**config.mk**
```make
export PLATFORM = sky130hd
export DESIGN_NAME = multi_sensor_distance_alarm_unit
export DESIGN_NICKNAME = d
export VERILOG_FILES = /design/src/sv/msda_pkg.sv /design/src/sv/multi_sensor_distance_alarm_unit.sv /design/src/sv/msda_slot_ram.sv /design/src/sv/msda_divider.sv
export SDC_FILE = /design/constraint.sdc
export NUM_CORES = 1
export LEC_CHECK = 0
export ABC_AREA = 1
export BUFFER_PORTS_ARGS = -buffer_cell sky130_fd_sc_hd__buf_4
export CAP_MARGIN = 25
export CORE_ASPECT_RATIO = 0.75
export CORE_MARGIN = 2
export CORE_UTILIZATION = 33
export CTS_CLUSTER_DIAMETER = 60
export DETAILED_ROUTE_END_ITERATION = 6
export PLACE_DENSITY = 0.56
export SLEW_MARGIN = 20
export SYNTH_ARGS = -nofsm -noshare
export SYNTH_HDL_FRONTEND = slang
export SYNTH_SLANG_ARGS = --single-unit
```
**constraint.sdc**
```tcl
create_clock -name clk -period 3.2 [get_ports clk]
set_input_delay 0.48 -clock clk [delete_from_list [all_inputs] [get_ports clk]]
set_output_delay 0.48 -clock clk [all_outputs]
set_load 0.03 [all_outputs]
```
**src/sv/msda_pkg.sv**
```systemverilog
// Shared constants, types and register codes of the multi-sensor distance alarm.
package msda_pkg;

  localparam int MAX_SLOTS = 8;
  localparam int ADDR_W    = (MAX_SLOTS > 1) ? $clog2(MAX_SLOTS) : 1;
  localparam int CNT_W     = $clog2(MAX_SLOTS + 1);
  localparam int DIST_W    = 16;
  localparam int SUM_W     = DIST_W + ((MAX_SLOTS > 1) ? $clog2(MAX_SLOTS) : 0);
  localparam int STEP_W    = $clog2(SUM_W + 1);
  localparam int SLOT_IN_W = 3;
  localparam int MODE_W    = 2;
  localparam int PERIOD_W  = 15;
  localparam int CFG_IDX_W = 2;
  localparam int CFG_DAT_W = 16;
  localparam int ACT_W     = 4;

  localparam logic [CFG_IDX_W-1:0] REG_ACTIVE_SENSORS  = 2'd0;
  localparam logic [CFG_IDX_W-1:0] REG_BLINK_DISTANCE  = 2'd1;
  localparam logic [CFG_IDX_W-1:0] REG_ACTIVE_DISTANCE = 2'd2;
  localparam logic [CFG_IDX_W-1:0] REG_SPEAKER_ENABLED = 2'd3;

  localparam logic [DIST_W-1:0] BLINK_DIST_RST  = 16'd300;
  localparam logic [DIST_W-1:0] ACTIVE_DIST_RST = 16'd50;

  localparam logic [MODE_W-1:0] MODE_OFF   = 2'd0;
  localparam logic [MODE_W-1:0] MODE_BLINK = 2'd1;
  localparam logic [MODE_W-1:0] MODE_ON    = 2'd2;

  typedef struct packed {
    logic              known;
    logic [DIST_W-1:0] dist_mm;
  } slot_entry_t;

  typedef struct packed {
    logic busy;
    logic done;
  } div_stat_t;

endpackage

```
**src/sv/multi_sensor_distance_alarm_unit.sv**
```systemverilog
// Top level of the multi-sensor distance alarm: slot store, averaging and tone selection.
// Each report is written into its slot, then the known distances of the active slots are
// read back from the slot memory one per cycle, summed, and divided by their count in a
// serial divider that yields one quotient bit per cycle (19 steps). The result reaches the
// output register after the write state, the slot read sweep, the divider and the finish
// state, and the block then returns to idle; a stalled output holds the finish state.
// One item is worked on at a time, and in_stall stays high from the accepted input until
// the finish state is left, which places its result in the output register unless
// speaker_enabled is zero.
// Writing active_sensors clears all slots to unknown at once; nothing is reported while
// speaker_enabled is zero, although the slots are still updated.
module multi_sensor_distance_alarm_unit (
  input  logic                                 clk,
  input  logic                                 rst_n,
  input  logic                                 in_valid,
  output logic                                 in_stall,
  input  logic [msda_pkg::SLOT_IN_W-1:0]       in_sensor_slot,
  input  logic [msda_pkg::DIST_W-1:0]          in_distance_mm,
  input  logic                                 in_distance_known,
  output logic                                 out_valid,
  input  logic                                 out_stall,
  output logic [msda_pkg::MODE_W-1:0]          out_tone_mode,
  output logic [msda_pkg::PERIOD_W-1:0]        out_blink_period,
  output logic [msda_pkg::DIST_W-1:0]          out_average_distance,
  input  logic                                 cfg_we,
  input  logic [msda_pkg::CFG_IDX_W-1:0]       cfg_idx,
  input  logic [msda_pkg::CFG_DAT_W-1:0]       cfg_wdata
);

  localparam logic [2:0] S_IDLE  = 3'd0;
  localparam logic [2:0] S_WRITE = 3'd1;
  localparam logic [2:0] S_SUM   = 3'd2;
  localparam logic [2:0] S_DIV   = 3'd3;
  localparam logic [2:0] S_FIN   = 3'd4;

  logic [2:0]                          state_r, state_nxt;
  logic [msda_pkg::ACT_W-1:0]          active_r;
  logic [msda_pkg::DIST_W-1:0]         blink_dist_r;
  logic [msda_pkg::DIST_W-1:0]         active_dist_r;
  logic                                spk_en_r;
  logic [msda_pkg::SLOT_IN_W-1:0]      slot_r;
  logic [msda_pkg::DIST_W-1:0]         dist_r;
  logic                                known_r;
  logic [msda_pkg::MAX_SLOTS-1:0]      valid_r;
  logic [msda_pkg::CNT_W-1:0]          addr_r, addr_nxt;
  logic                                rd_pend_r, rd_pend_nxt;
  logic [msda_pkg::ADDR_W-1:0]         rd_slot_r;
  logic [msda_pkg::SUM_W-1:0]          sum_r, sum_nxt;
  logic [msda_pkg::CNT_W-1:0]          cnt_r, cnt_nxt;
  logic                                out_valid_r;
  logic [msda_pkg::MODE_W-1:0]         mode_r;
  logic [msda_pkg::PERIOD_W-1:0]       period_r;
  logic [msda_pkg::DIST_W-1:0]         avg_r;

  logic [msda_pkg::CNT_W-1:0]          n_listen;
  logic                                in_acc;
  logic                                slot_live;
  logic                                ram_we;
  msda_pkg::slot_entry_t               ram_wdata;
  msda_pkg::slot_entry_t               ram_rdata;
  logic                                sum_done;
  logic                                div_start;
  logic [msda_pkg::SUM_W-1:0]          quotient;
  msda_pkg::div_stat_t                 div_stat;
  logic [msda_pkg::DIST_W-1:0]         avg_c;
  logic [msda_pkg::MODE_W-1:0]         mode_c;
  logic [msda_pkg::PERIOD_W-1:0]       period_c;
  logic                                fin_go;

  assign n_listen  = (active_r > msda_pkg::ACT_W'(msda_pkg::MAX_SLOTS))
                     ? msda_pkg::CNT_W'(msda_pkg::MAX_SLOTS)
                     : msda_pkg::CNT_W'(active_r);
  assign in_stall  = (state_r != S_IDLE);
  assign in_acc    = in_valid && !in_stall;
  assign slot_live = (msda_pkg::CNT_W'(slot_r) < n_listen);

  assign ram_we            = (state_r == S_WRITE) && slot_live;
  assign ram_wdata.known   = known_r;
  assign ram_wdata.dist_mm = known_r ? dist_r : '0;

  msda_slot_ram u_ram (
    .clk     (clk),
    .we      (ram_we),
    .waddr   (msda_pkg::ADDR_W'(slot_r)),
    .wdata   (ram_wdata),
    .raddr   (addr_r[msda_pkg::ADDR_W-1:0]),
    .rdata_r (ram_rdata)
  );

  assign sum_done  = (state_r == S_SUM) && (addr_r >= n_listen) && !rd_pend_r;
  assign div_start = sum_done;

  msda_divider u_div (
    .clk      (clk),
    .rst_n    (rst_n),
    .start    (div_start),
    .dividend (sum_r),
    .divisor  (cnt_r),
    .quotient (quotient),
    .stat     (div_stat)
  );

  // The quotient can never exceed the largest single distance, so the low bits hold it.
  always_comb begin
    avg_c    = '0;
    mode_c   = msda_pkg::MODE_OFF;
    period_c = '0;
    if (cnt_r != '0) begin
      avg_c = quotient[msda_pkg::DIST_W-1:0];
      if (avg_c > blink_dist_r) begin
        mode_c = msda_pkg::MODE_OFF;
      end else if (avg_c > active_dist_r) begin
        mode_c   = msda_pkg::MODE_BLINK;
        period_c = avg_c[msda_pkg::DIST_W-1:1];
      end else begin
        mode_c = msda_pkg::MODE_ON;
      end
    end
  end

  assign fin_go = !spk_en_r || !out_valid_r || !out_stall;

  always_comb begin
    state_nxt   = state_r;
    addr_nxt    = addr_r;
    rd_pend_nxt = 1'b0;
    sum_nxt     = sum_r;
    cnt_nxt     = cnt_r;
    case (state_r)
      S_IDLE: begin
        if (in_acc) begin
          state_nxt = S_WRITE;
        end
      end
      S_WRITE: begin
        addr_nxt  = '0;
        sum_nxt   = '0;
        cnt_nxt   = '0;
        state_nxt = S_SUM;
      end
      S_SUM: begin
        if (addr_r < n_listen) begin
          addr_nxt    = addr_r + 1'b1;
          rd_pend_nxt = 1'b1;
        end
        // Slots whose valid bit is clear read as unknown since the last clear.
        if (rd_pend_r && valid_r[rd_slot_r] && ram_rdata.known) begin
          sum_nxt = sum_r + msda_pkg::SUM_W'(ram_rdata.dist_mm);
          cnt_nxt = cnt_r + 1'b1;
        end
        if (sum_done) begin
          state_nxt = S_DIV;
        end
      end
      S_DIV: begin
        if (div_stat.done) begin
          state_nxt = S_FIN;
        end
      end
      S_FIN: begin
        if (fin_go) begin
          state_nxt = S_IDLE;
        end
      end
      default: begin
        state_nxt = S_IDLE;
      end
    endcase
  end

  always_ff @(posedge clk) begin
    if (!rst_n) begin
      state_r       <= S_IDLE;
      rd_pend_r     <= 1'b0;
      valid_r       <= '0;
      out_valid_r   <= 1'b0;
      active_r      <= '0;
      blink_dist_r  <= msda_pkg::BLINK_DIST_RST;
      active_dist_r <= msda_pkg::ACTIVE_DIST_RST;
      spk_en_r      <= 1'b1;
    end else begin
      state_r   <= state_nxt;
      rd_pend_r <= rd_pend_nxt;
      if (cfg_we && (cfg_idx == msda_pkg::REG_ACTIVE_SENSORS)) begin
        valid_r <= '0;
      end else if (ram_we) begin
        valid_r[msda_pkg::ADDR_W'(slot_r)] <= 1'b1;
      end
      if (cfg_we) begin
        case (cfg_idx)
          msda_pkg::REG_ACTIVE_SENSORS:  active_r      <= cfg_wdata[msda_pkg::ACT_W-1:0];
          msda_pkg::REG_BLINK_DISTANCE:  blink_dist_r  <= cfg_wdata;
          msda_pkg::REG_ACTIVE_DISTANCE: active_dist_r <= cfg_wdata;
          msda_pkg::REG_SPEAKER_ENABLED: spk_en_r      <= cfg_wdata[0];
          default: begin
          end
        endcase
      end
      if ((state_r == S_FIN) && spk_en_r && fin_go) begin
        out_valid_r <= 1'b1;
      end else if (!out_stall) begin
        out_valid_r <= 1'b0;
      end
    end
  end

  always_ff @(posedge clk) begin
    if (in_acc) begin
      slot_r  <= in_sensor_slot;
      dist_r  <= in_distance_mm;
      known_r <= in_distance_known;
    end
    addr_r    <= addr_nxt;
    rd_slot_r <= addr_r[msda_pkg::ADDR_W-1:0];
    sum_r     <= sum_nxt;
    cnt_r     <= cnt_nxt;
    if ((state_r == S_FIN) && spk_en_r && fin_go) begin
      mode_r   <= mode_c;
      period_r <= period_c;
      avg_r    <= avg_c;
    end
  end

  assign out_valid            = out_valid_r;
  assign out_tone_mode        = mode_r;
  assign out_blink_period     = period_r;
  assign out_average_distance = avg_r;

  a_blink_period_half: assert property (@(posedge clk) disable iff (!rst_n)
    out_valid && (out_tone_mode == msda_pkg::MODE_BLINK)
      |-> out_blink_period == out_average_distance[msda_pkg::DIST_W-1:1])
    else $error("blink period does not match the average");

  a_off_no_period: assert property (@(posedge clk) disable iff (!rst_n)
    out_valid && (out_tone_mode != msda_pkg::MODE_BLINK) |-> out_blink_period == '0)
    else $error("blink period set outside blink mode");

  a_div_done_in_div: assert property (@(posedge clk) disable iff (!rst_n)
    div_stat.done |-> state_r == S_DIV)
    else $error("divider finished outside the divide phase");

  a_clear_on_count: assert property (@(posedge clk) disable iff (!rst_n)
    cfg_we && (cfg_idx == msda_pkg::REG_ACTIVE_SENSORS) |=> valid_r == '0)
    else $error("slots not cleared after active count write");

endmodule

```
**src/sv/msda_slot_ram.sv**
```systemverilog
// Slot memory: one write port, one read port with registered read data.
module msda_slot_ram (
  input  logic                         clk,
  input  logic                         we,
  input  logic [msda_pkg::ADDR_W-1:0]  waddr,
  input  msda_pkg::slot_entry_t        wdata,
  input  logic [msda_pkg::ADDR_W-1:0]  raddr,
  output msda_pkg::slot_entry_t        rdata_r
);

  msda_pkg::slot_entry_t mem [msda_pkg::MAX_SLOTS];

  always_ff @(posedge clk) begin
    if (we) begin
      mem[waddr] <= wdata;
    end
  end

  always_ff @(posedge clk) begin
    rdata_r <= mem[raddr];
  end

endmodule

```
**src/sv/msda_divider.sv**
```systemverilog
// Restoring divider that produces one quotient bit per cycle.
module msda_divider (
  input  logic                        clk,
  input  logic                        rst_n,
  input  logic                        start,
  input  logic [msda_pkg::SUM_W-1:0]  dividend,
  input  logic [msda_pkg::CNT_W-1:0]  divisor,
  output logic [msda_pkg::SUM_W-1:0]  quotient,
  output msda_pkg::div_stat_t         stat
);

  logic [msda_pkg::SUM_W-1:0]  quo_r, quo_nxt;
  logic [msda_pkg::CNT_W-1:0]  rem_r, rem_nxt;
  logic [msda_pkg::CNT_W-1:0]  dvs_r;
  logic [msda_pkg::STEP_W-1:0] step_r, step_nxt;
  logic                        busy_r, busy_nxt;
  logic                        done_r, done_nxt;
  logic [msda_pkg::CNT_W:0]    rem_sh;
  logic [msda_pkg::CNT_W:0]    diff;

  assign rem_sh = {rem_r, quo_r[msda_pkg::SUM_W-1]};
  assign diff   = rem_sh - {1'b0, dvs_r};

  always_comb begin
    quo_nxt  = quo_r;
    rem_nxt  = rem_r;
    step_nxt = step_r;
    busy_nxt = busy_r;
    done_nxt = 1'b0;
    if (start) begin
      quo_nxt  = dividend;
      rem_nxt  = '0;
      step_nxt = msda_pkg::STEP_W'(msda_pkg::SUM_W);
      busy_nxt = 1'b1;
    end else if (busy_r) begin
      // A borrow out of the trial subtraction means the divisor did not fit.
      if (!diff[msda_pkg::CNT_W]) begin
        rem_nxt = diff[msda_pkg::CNT_W-1:0];
        quo_nxt = {quo_r[msda_pkg::SUM_W-2:0], 1'b1};
      end else begin
        rem_nxt = rem_sh[msda_pkg::CNT_W-1:0];
        quo_nxt = {quo_r[msda_pkg::SUM_W-2:0], 1'b0};
      end
      step_nxt = step_r - 1'b1;
      if (step_r == msda_pkg::STEP_W'(1)) begin
        busy_nxt = 1'b0;
        done_nxt = 1'b1;
      end
    end
  end

  always_ff @(posedge clk) begin
    if (!rst_n) begin
      busy_r <= 1'b0;
      done_r <= 1'b0;
      step_r <= '0;
    end else begin
      busy_r <= busy_nxt;
      done_r <= done_nxt;
      step_r <= step_nxt;
    end
  end

  always_ff @(posedge clk) begin
    quo_r <= quo_nxt;
    rem_r <= rem_nxt;
    if (start) begin
      dvs_r <= divisor;
    end
  end

  assign quotient  = quo_r;
  assign stat.busy = busy_r;
  assign stat.done = done_r;

endmodule
```
### After elaboration in Yosys (flattened, before gate mapping)

Memories as Yosys holds them, arrays and structs flattened. A register that Yosys moved wholly into a read port is not among the register bits.
Index checks and enable logic that the tools add are counted.

* bits in registers: 167
* memory bits (writable): 136
* bits of input ports: 43
* output and inout port bits: 35
* word-level logic and storage cells: 129
* memories kept: 1

Memory list
* u_ram.mem: words 8, bits a word 17, read ports 1, clocked after memory_dff 1, write ports 1, line msda_slot_ram.sv:11 `msda_pkg::slot_entry_t mem [msda_pkg::MAX_SLOTS];`

* add/subtract/negate cells: 5
* order comparisons: 9
* equal/unequal tests: 15
* mux-type cells: 33
* bitwise operators: 5
* reductions and logical operators: 36

Operators with widths (number)
* 19-bit two-way mux: 3
* 19-bit one-hot mux with 2 select lines: 1
* 16-bit greater-than comparator: 2
* 19-bit by 16-bit adder with 19-bit output: 1
* 16-bit two-way mux: 1
* 4-bit two-way mux: 4
* 4-bit one-hot mux with 2 select lines: 2
* 3-bit one-hot mux with 5 select lines: 1
* 2-bit AND reduction: 7
* 1-bit two-way mux: 12
* 3-bit two-way mux: 4
* 1-bit logical AND: 10
* 5-bit two-way mux: 2
* 4-bit by 1-bit adder with 4-bit output (second input constant): 2
* 3-bit by 4-bit less-than comparator with 1-bit output (second input constant): 2
* 2-bit by 1-bit != test with 1-bit output (second input constant): 4
* 8-bit OR: 1
* 3-bit by 2-bit equality test with 1-bit output (second input constant): 2
* 2-bit != test (second input constant): 3
* 2-bit OR reduction: 3
* 3-bit OR reduction: 2
* 5-bit by 1-bit equality test with 1-bit output (second input constant): 1
* 1-bit zero test: 5
* 5-bit by 1-bit subtractor with 5-bit output (second input constant): 1
* other kinds (21): 27

### Depth between registers and ports, before layout

Gate-level depths: netlist (run 1).

* depth in word-level cells: 7
* gate-level depth with buffers: 15
* mapped depth without buffers: 14

### By module

From an unflattened synthesis (run 1), not the netlist that was laid out.

* cell total of the unflattened synthesis: 1589
* area, all modules: 14861.8 sq um

Modules (own cells, without submodules)
* multi_sensor_distance_alarm_unit: instances 1, cells an instance 786, area each 6889.1 sq um, seq. area each 3463.3 sq um
* msda_slot_ram: instances 1, cells an instance 623, area each 6332.3 sq um, seq. area each 4424.2 sq um
* msda_divider: instances 1, cells an instance 180, area each 1640.3 sq um, seq. area each 910.9 sq um

### Least setup slack after synthesis (run 1)

Ideal clock, no wire load.

* kind: flip-flop to flip-flop
* start point: reg active_r[3] (netlist bit)
* end point: mem u_ram.mem[0][0] (netlist bit), enable pin
* library setup time: 0.413 ns
* arrival time: 2.711 ns
* data required time: 2.787 ns
* setup slack: 0.076 ns
* cell stages (with the launch flop): 8
* path buffers: 0
* period minus slack after synthesis: 3.124 ns
* cells stage by stage: dfxtp_1 clkinv_1 o21ai_0 ha_1 a21boi_1 o211ai_2 nand2_1 nor3_1

* word-level cells in the longest chain between the ends: 6

RTL lines
* from (decl): line multi_sensor_distance_alarm_unit.sv:37 `logic [msda_pkg::ACT_W-1:0] active_r;`
* from (signal assigned): line multi_sensor_distance_alarm_unit.sv:191 `msda_pkg::REG_ACTIVE_SENSORS: active_r <= cfg_wdata[msda_pkg::ACT_W-1:0];`
* 4-bit greater-than comparator: line multi_sensor_distance_alarm_unit.sv:70 `assign n_listen = (active_r > msda_pkg::ACT_W'(msda_pkg::MAX_SLOTS))`
* 4-bit two-way mux (*): line multi_sensor_distance_alarm_unit.sv:71 `? msda_pkg::CNT_W'(msda_pkg::MAX_SLOTS)`
* 3-bit by 4-bit less-than comparator with 1-bit output (*): line multi_sensor_distance_alarm_unit.sv:75 `assign slot_live = (msda_pkg::CNT_W'(slot_r) < n_listen);`
* 1-bit logical AND (*): line multi_sensor_distance_alarm_unit.sv:77 `assign ram_we = (state_r == S_WRITE) && slot_live;`
* 1-bit two-way mux (*): line msda_slot_ram.sv:14 `if (we) begin`
* 1-bit two-way mux (not written as such) (*): line msda_slot_ram.sv:15 `mem[waddr] <= wdata;`
* to (decl): line msda_slot_ram.sv:11

Every way passes the cells marked *; elsewhere a longest branch is shown, timed or not.

### Worst setup path in the final report (run 1)

* start point: reg active_r[3] (netlist bit)
* end point: reg u_div.rem_r[2] (netlist bit)

* word-level cells in the longest chain between the ends: 5

RTL lines
* 4-bit greater-than comparator: line multi_sensor_distance_alarm_unit.sv:70
* 4-bit two-way mux (*): line multi_sensor_distance_alarm_unit.sv:71
* 4-bit >= comparator (*): line multi_sensor_distance_alarm_unit.sv:90 `assign sum_done = (state_r == S_SUM) && (addr_r >= n_listen) && !rd_pend_r;`
* 1-bit logical AND (*) (2 in series): line multi_sensor_distance_alarm_unit.sv:90
* to (signal assigned): line msda_divider.sv:66 `rem_r <= rem_nxt;`
* to (decl): line msda_divider.sv:13 `logic [msda_pkg::CNT_W-1:0] rem_r, rem_nxt;`

Marks and branches as above.
A chain may end at the register's enable or synchronous reset.

==> results of run 1 <==
per-stage QoR:
step                hold WS, ps  setup WS [ps]   util
floorplan                   371           76.0      -
CTS                        83.8            521  0.392
detailed placement          444            536  0.363
finish                      102            578  0.392
global placement            433            614  0.363
global route               83.9            308  0.392
placed cells by master, fill, tap and decap left out, types with 5 or more instances in the layout:
master	count
a21o_1	7
a21oi_1	87
a21oi_2	5
a31oi_1	18
buf_4	96
clkbuf_1	12
clkbuf_16	37
clkbuf_8	7
clkinv_1	5
dfxtp_1	81
edfxtp_1	239
ha_1	63
inv_1	152
inv_2	6
nand2_1	166
nand3_1	35
nand4_1	7
nor2_1	215
nor2_2	13
nor3_1	5
o211ai_1	12
o21ai_0	121
o21ai_1	20
o21ai_2	5
o22ai_1	19
report_power, final:
part           internal, mW  switching (mW)  leakage [nW]
sequential             5.51           0.492          2.87
clock                  2.41            1.70         0.577
combinational          1.71            3.54          3.01
total                  9.63            5.73          6.46
logic make-up after synthesis:
group                      Yosys count
and+or+nand+nor                    453
DFF                                320
AOI/OAI and AO/OA                  302
buffers and inverters              206
adders and majority gates           65
xor gates and xnor gates             7
worst max-delay path by stage:
stage	startpoint	to	slack, ps
3_5_place_dp	active_r[3]	u_div.rem_r[3]	540
3_3_place_gp	active_r[3]	u_div.quotient[14]	610
6_report	active_r[3]	u_div.rem_r[2]	580
2_1_floorplan	active_r[3]	u_ram.mem[0][0]	80
5_1_grt	active_r[3]	u_div.rem_r[2]	310
4_1_cts	active_r[3]	u_div.rem_r[2]	520
state kept, by name, summed over array words and instances (netlist names), 2 cells and up:
signal,flops
out_blink_period,15
sum_r,19
state_r,3
rd_slot_r,3
active_r,4
out_tone_mode,2
addr_r,4
blink_dist_r,16
active_dist_r,16
dist_r,16
u_ram.rdata_r,17
cnt_r,4
u_div.quotient,19
u_div.dvs_r,4
u_div.step_r,5
u_div.rem_r,4
u_ram.mem,136
slot_r,3
valid_r,8
out_average_distance,16
per-layer routing:
layer  global-route usage  vias to the layer above  routed length (um)
li1                     -                     4815                   -
met1                0.216                     4432               16100
met5                    0                        -                   0
met3               0.0254                       36                1630
met4               0.0380                        0                 589
met2                0.212                      217               13500
cell type report:
cell class,count,area [sq um],area share
inverters,162,608,0.0368
flip-flops and latches,320,8800,0.533
clock buffers,56,1070,0.0647
well taps,569,712,0.0431
clock inverters,8,135,0.00819
multi-input cells,827,4430,0.269
repair buffers,97,748,0.0453
==> results_dict.tcl, run 1 <==
set metrics [dict create \
    ys_warn_count 0 \
    grt_pass1_wl_mm 50.4 \
    coreArea_sq_um 42000 \
    fin_area_sq_um 16500 \
    grt_setup_unrepaired "no" \
    irDropWorstVdd_mv 0.453 \
    ff2ff_setup_slack_ps 580 \
    finalSetupViolCount 0 \
    fin_crit_sh 0.819 \
    drt_iter0_markers 733 \
    synth_cells 1353 \
    synth_ff_type "edfxtp_1" \
    hold_depth 1 \
    synth_top_area_share 0.511 \
    routedWlPerCell_um 15.6 \
    syn-cell-area_sq_um 14000 \
    die_x_um 242 \
    cts_buffer_depth 3 \
    path_depth 10 \
    r2r_start "active_r[3]" \
    clock_latency_ps 550 \
    synthMostInstantiatedCell "edfxtp_1" \
    synth_compound_area_frac 0.118 \
    worstSetupPathType "reg2reg" \
    fmax_mhz 381 \
    crit_buf_inv 1 \
    critPathArrivalTime_ps 3070 \
    drtAntennaViolNets 0 \
    leakagePower_nw 6.46 \
    via_per_inst 4.66 \
    critPathMaxFanout 22 \
    critical-path-top-delay-family "compound AO/OA/AOI/OAI gates" \
    grt_max_degree 73 \
    dpl-instance-area_sq_um 15300 \
    synth_top_area_cell "edfxtp_1" \
    grt_pass1_vias 9122 \
    grt_use_total 0.143 \
    worstHoldPathType "in2reg" \
    cp.required_ps 3650 \
    p_per_area_nw_per_um2 931 \
    rows 65 \
    hpwlAfterDp_mm 21.7 \
    synth_mux_area_frac 0 \
    synth.ff_latch_count 320 \
    synthArstFlopShare 0 \
    first_pass_iters 5 \
    nets 1551 \
    hold_viol 0 \
    synth_top_cells_by_count "edfxtp_1 (239), nor2_1 (216), nand2_1 (166)" \
    synth_cell_type_count 39 \
    holdPathEnd "dist_r[15]" \
    cts_tree "yes" \
    numPortBuffers 77 \
    vias 9500 \
    syn_area_per_cell_sq_um 10.4 \
    gp_congestion 0.869 \
    finalMaxSlewViolations 0 \
    postCtsHoldBufs 0 \
    timing.slew.headroom 0.437 \
    post-cts-setup-buffers 0 \
    diodes 0 \
    grt_antenna_before_repair 0 \
    fin_tns_setup_ps 0 \
    cts_resized 0 \
    syn_nets 1461 \
    maxCapViolCount 0 \
    tightest_slew_ps 842 \
    r2r_cells 10 \
    finalNonFillerCells 2039 \
    end_kind "flop" \
    cp_slowest_cell "nand2_1" \
    synthTopCellsByArea "edfxtp_1 (51%), dfxtp_1 (12%), nor2_1 (5.8%)" \
    dieHeight_um 183 \
    period_needed_ps 2620 \
    clkTransAtPathRegs_ps 60 \
    skew_ps 24.8 \
    synth_fa_ha_area_frac 0.0590 \
    hp-start "in_distance_mm[15]" \
    status "completed" \
    htree_num_levels 2 \
    synth_xor_area_frac 0.00437 \
    synth-simple-area-share 0.132 \
    rr_endpoint "u_div.rem_r[2]" \
    clock_tree.root_cell "clkbuf_16" \
    slowest_delay_ps 480 \
    overflow 0 \
    die_area_sq_um 44200 \
    clock_sinks 320 \
    dp_cells 1974 \
    area_growth_pct 17.6 \
    layout-drive-gt1-share 0.127 \
    synth_edf_count 239 \
    finalPower_mw 15.4 \
    nFillCells 4083 \
    start_kind "flop" \
    synth_top_family_by_area "simple AND/OR/NAND/NOR gates" \
    initial_utilization 0.334 \
    routed_wl_mm 31.8 \
    worstPathCellList "clkinv_1, o21ai_0, ha_1, a21oi_1, nor2_1, nor2_1, nand2_1, nand2_2, nand2_1, o22ai_1" \
    io_pins 78 \
    cts_buffers 35 \
    route.detailed.drc 0 \
    synth-seq-area-share 0.627 \
]
(Power assumes the default switching activity.)
==> inputs of run 2 (changes only) <==
- PLACE_DENSITY: 0.56 -> 0.54
- clock period: 3.2 -> 2.74 ns (I/O delays scaled with it)
==> run 2 against run 1 <==
Against the previous run:
- routed wire length down 0.91%
- first-iteration DRC count down 20%
- non-clock buffer count rose by 4
- worst hold slack worse by 53 ps
- combinational power is 18% higher
- worst setup slack got worse by 240 ps
- clock power rose by 7.3%
- final cell count grew 0.20%
- core utilization is 0.17 points lower
- total power grew 15%
- sequential power increased by 17%
- sequential cell count unchanged
==> results_dict.tcl, run 2 (same netlist as run 1, synthesis figures left out) <==
set metrics [dict create \
    status "completed" \
    largest_reg_flops 136 \
    crit_start "active_r[3]" \
    route.detailed.drc 0 \
    finalMaxSlewViolations 0 \
    hold_depth 1 \
    hp-start "in_distance_mm[15]" \
    clock_tree.root_cell "clkbuf_16" \
    worstPathCellList "clkinv_1, o21ai_0, ha_1, a21boi_1, o211ai_2, nand3_1, inv_1, buf_4" \
    met1_length_mm 16.4 \
    routed_wl_mm 31.5 \
    area_growth_pct 17.1 \
    grt_pass1_vias 9001 \
    drt_iter0_markers 590 \
    cts_resized 0 \
    slowest_delay_ps 360 \
    layout_commonest_cell "edfxtp_1" \
    grt_setup_unrepaired "no" \
    clock_latency_ps 540 \
    die_x_um 242 \
    fin_crit_sh 0.876 \
    diodes 0 \
    holdPathEnd "dist_r[15]" \
    dieHeight_um 183 \
    vias 9456 \
    hold_viol 0 \
    period_needed_ps 2400 \
    numPortBuffers 77 \
    cp.required_ps 2930 \
    cts_buffer_depth 3 \
    hpwlAfterDp_mm 21.3 \
    grt_antenna_before_repair 0 \
    dp_slack_ps 348 \
    nets 1555 \
    start_kind "flop" \
    initial_utilization 0.334 \
    critPathArrivalTime_ps 2590 \
    drtAntennaViolNets 0 \
    final_cell_mix "edfxtp_1 (239), nor2_1 (215), nand2_1 (166)" \
    cp_slowest_cell "o211ai_2" \
    top_register "u_ram.mem" \
    layout-drive-gt1-share 0.130 \
    r2r_cells 8 \
    nFillCells 4044 \
    overflow 0 \
    finalPower_mw 17.6 \
    via_per_inst 4.63 \
    first_pass_iters 5 \
    end_kind "flop" \
    clock_sinks 320 \
    grt_use_total 0.142 \
    tightest_slew_ps 803 \
    io_pins 78 \
    rows 65 \
    leakagePower_nw 6.44 \
    timing.slew.headroom 0.465 \
    postCtsHoldBufs 0 \
    worstHoldPathType "in2reg" \
    htree_num_levels 2 \
    clkTransAtPathRegs_ps 60 \
    top_layer "met4" \
    skew_ps 29.5 \
    coreArea_sq_um 42000 \
    post-cts-setup-buffers 0 \
    routedWlPerCell_um 15.4 \
    grt_pass1_wl_mm 49.7 \
    rr_endpoint "u_ram.mem[2][12]" \
    grt_max_degree 73 \
    cts_buffers 35 \
    irDropWorstVdd_mv 0.557 \
    ff2ff_setup_slack_ps 340 \
    wl_met3_mm 1.23 \
    maxCapViolCount 0 \
    r2r_start "active_r[3]" \
    cts_tree "yes" \
    worstSetupPathType "reg2reg" \
    worst_slack_ps 340 \
    critPathMaxFanout 17 \
    gp_congestion 0.831 \
    dr_wl_met2_mm 13.3 \
    finalSetupViolCount 0 \
    fin_tns_setup_ps 0 \
    p_per_area_nw_per_um2 1070 \
    fmax_mhz 417 \
    die_area_sq_um 44200 \
]
run 2: layout make-up:
type	instances	area, sq um	area share
clock buffers	47	951	0.0579
multi-input cells	827	4430	0.270
repair buffers	101	803	0.0489
flip-flops and latches	320	8800	0.535
inverters	162	608	0.0370
well taps	569	712	0.0433
clock inverters	17	126	0.00769
run 2: metrics by stage:
stage               utilization  std cells  instance area (sq um)  hold slack [ps]
floorplan                     -       1353                  14000              371
detailed placement        0.365       1978                  15300              442
global route              0.391       2043                  16400             17.8
global placement          0.365       1978                  15300              443
finish                    0.391       2043                  16400             48.7
CTS                       0.390       2042                  16400             20.8
run 2: worst max-delay path by stage:
stage	cells past startpoint	slack, ps	endpoint
floorplan	3	100	out_average_distance[0]
global placement	8	390	u_ram.mem[7][10]
detailed placement	8	350	u_ram.mem[2][13]
CTS	8	330	u_ram.mem[0][12]
global route	11	110	u_div.quotient[11]
finish	8	340	u_ram.mem[2][12]
run 2: report_power, final:
part	leakage, nW	internal (mW)	switching, mW
registers	2.87	6.43	0.604
clock network	0.528	2.47	1.93
logic	3.04	2.07	4.10
total	6.44	11.0	6.64
run 2: routing by layer:
metal	vias to the layer above	global-route usage
met3	41	0.0260
met1	4437	0.211
met2	160	0.213
met4	0	0.0375
met5	-	0
li1	4818	-
run 2: worst max-delay path: cells and delay by family (launching register included):
kind | cells | cell delay, ps
AO/OA/AOI/OAI | 3 | 790
adder cells (fa/ha/maj) | 1 | 290
buffers and inverters | 3 | 430
flip-flops | 1 | 340
AND/OR/NAND/NOR | 1 | 180
==> inputs of run 3 (changes only) <==
- CORE_MARGIN: 2 -> 4
- GPL_TIMING_DRIVEN: not set -> 0
==> run 3 against run 2 <==
Against the previous run:
- core utilization increased by 0.73 points
- total power increased by 2.6%
- maximum frequency decreased by 4.3%
- final area increased by 1.9%
- critical endpoint is now u_div.quotient[10]
- die area increased by 3.9%
- worst hold slack improved by 5.8 ps
- critical path depth increased by 6
- critical path type unchanged
- register-to-register slack got worse by 110 ps
- clock-buffer cell count decreased by 1
- combinational power increased by 4.7%
- sequential power decreased by 0.6%
==> results_dict.tcl, run 3 (same netlist as run 1, synthesis figures left out) <==
set metrics [dict create \
    gp_congestion 0.841 \
    swShare 0.379 \
    grt_max_degree 23 \
    dp_cells 2002 \
    clkTransAtPathRegs_ps 60 \
    internal-power_mw 11.2 \
    irDropWorstVdd_mv 0.647 \
    timing.slew.headroom 0.479 \
    cts_buffers 36 \
    finalMaxSlewViolations 0 \
    crit_buf_inv 6 \
    worstPathCellList "buf_2, inv_1, buf_12, ha_1, inv_1, a21oi_1, nor2_1, nor2_1, nand2_1, nand2_4, inv_2, buf_2, nand2_1, o21ai_1" \
    cp_slowest_cell "edfxtp_1" \
    dieHeight_um 187 \
    worst_slack_ps 233 \
    overflow 0 \
    route.detailed.drc 0 \
    nFillCells 4070 \
    coreArea_sq_um 42000 \
    fin_crit_sh 0.915 \
    grt_pass1_wl_mm 53.8 \
    start_kind "flop" \
    drt_iter0_markers 914 \
    r2r_start "addr_r[0]" \
    die_x_um 246 \
    via_per_inst 4.74 \
    grt_use_total 0.148 \
    io_pins 78 \
    cts_buffer_depth 3 \
    end_kind "flop" \
    crit_start "addr_r[0]" \
    slowest_delay_ps 420 \
    grt_setup_unrepaired "no" \
    numPortBuffers 77 \
    clock_tree.root_cell "clkbuf_16" \
    htree_num_levels 2 \
    fmax_mhz 399 \
    ff2ff_setup_slack_ps 230 \
    leakagePower_nw 6.49 \
    routedWlPerCell_um 16.5 \
    hp-start "in_distance_mm[4]" \
    largest_reg_flops 136 \
    skew_ps 27.1 \
    final_cell_mix "edfxtp_1 (239), nor2_1 (215), nand2_1 (165)" \
    routed_wl_mm 34.2 \
    die_area_sq_um 45900 \
    clock_latency_ps 530 \
    maxCapViolCount 0 \
    netSwitchingPower_mw 6.85 \
    final_core_util 0.398 \
    cts_tree "yes" \
    layout-drive-gt1-share 0.142 \
    critPathMaxFanout 19 \
    status "completed" \
    critical-path-top-delay-family "buffers and inverters" \
    grt_pass1_vias 9559 \
    finalNonFillerCells 2076 \
    pwr-share-comb 0.358 \
    period_needed_ps 2510 \
    first_pass_iters 5 \
    drtAntennaViolNets 0 \
    clock_sinks 320 \
    nets 1588 \
    finalPower_mw 18.1 \
    dp_slack_ps -598 \
    finalSetupViolCount 0 \
    worstSetupPathType "reg2reg" \
    hold_viol 0 \
    layout_commonest_cell "edfxtp_1" \
    pwr-share-clk 0.255 \
    cp.required_ps 3020 \
    tightest_slew_ps 781 \
    critPathArrivalTime_ps 2790 \
    grt_antenna_before_repair 0 \
    seq_power_share 0.387 \
    diodes 0 \
    p_per_area_nw_per_um2 1080 \
    area_growth_pct 19.3 \
    initial_utilization 0.334 \
    top_register "u_ram.mem" \
    worstHoldPathType "in2reg" \
    rows 65 \
    vias 9840 \
    hpwlAfterDp_mm 24.2 \
]
-- run 3: changes by cell type in the layout (fill, tap and decap cells not counted), moves of 2 or more --
cell	before	now
buf_12	2	6
clkinvlp_4	1	10
buf_6	0	4
nand2_4	0	2
bufinv_16	0	2
buf_2	0	21
inv_1	152	145
buf_4	98	82
clkbuf_1	9	26
clkbuf_8	3	1
-- run 3: power groups by stage --
stage	logic, mW	clock network (mW)	registers (mW)
after floorplan	4.51	0	6.87
after global placement	6.22	0	7.09
after detailed placement	6.38	0	7.10
after CTS	6.44	4.73	7.00
after global routing	7.40	4.96	7.08
final	6.46	4.61	7.00
-- run 3: final cells by class --
class                      count  area [sq um]  share of cell area
buffer                        43           226              0.0135
clock inverter                19           174              0.0104
clock buffer                  46           948              0.0567
multi-input combinational    827          4460               0.267
inverter                     162           634              0.0379
sequential                   320          8800               0.526
timing repair buffer          90           782              0.0467
tap                          569           712              0.0425
-- run 3: layer usage --
metal | share of wire | up-vias | wire [um] | GRT usage
li1 | - | 4895 | - | -
met1 | 0.51 | 4682 | 17400 | 0.230
met2 | 0.42 | 223 | 14500 | 0.218
met3 | 0.054 | 40 | 1840 | 0.0246
met4 | 0.014 | 0 | 465 | 0.0288
met5 | 0 | - | 0 | 0
-- run 3: final timing paths --
path | to | cells after the start
setup / recovery | u_div.quotient[10] | 14
hold / removal | dist_r[4] | 1
setup reg to reg | u_div.quotient[10] | 14
hold reg to reg | rd_slot_r[0] | 0
-- run 3: timing repair --
action	CTS	global route
buffers inserted	2	8
endpoints found under the setup margin	186	166
hold buffers	0	0
pin swaps	1	1
resized for setup	12	4
-- run 3: stage by stage --
step	TNS, ps	hold slack [ps]	cell area, sq um
after floorplan	0	371	14000
after global placement	-91750	391	15300
after detailed placement	-47460	409	15400
after CTS	0	29.8	16600
after global routing	0	27.5	16700
final	0	54.4	16700
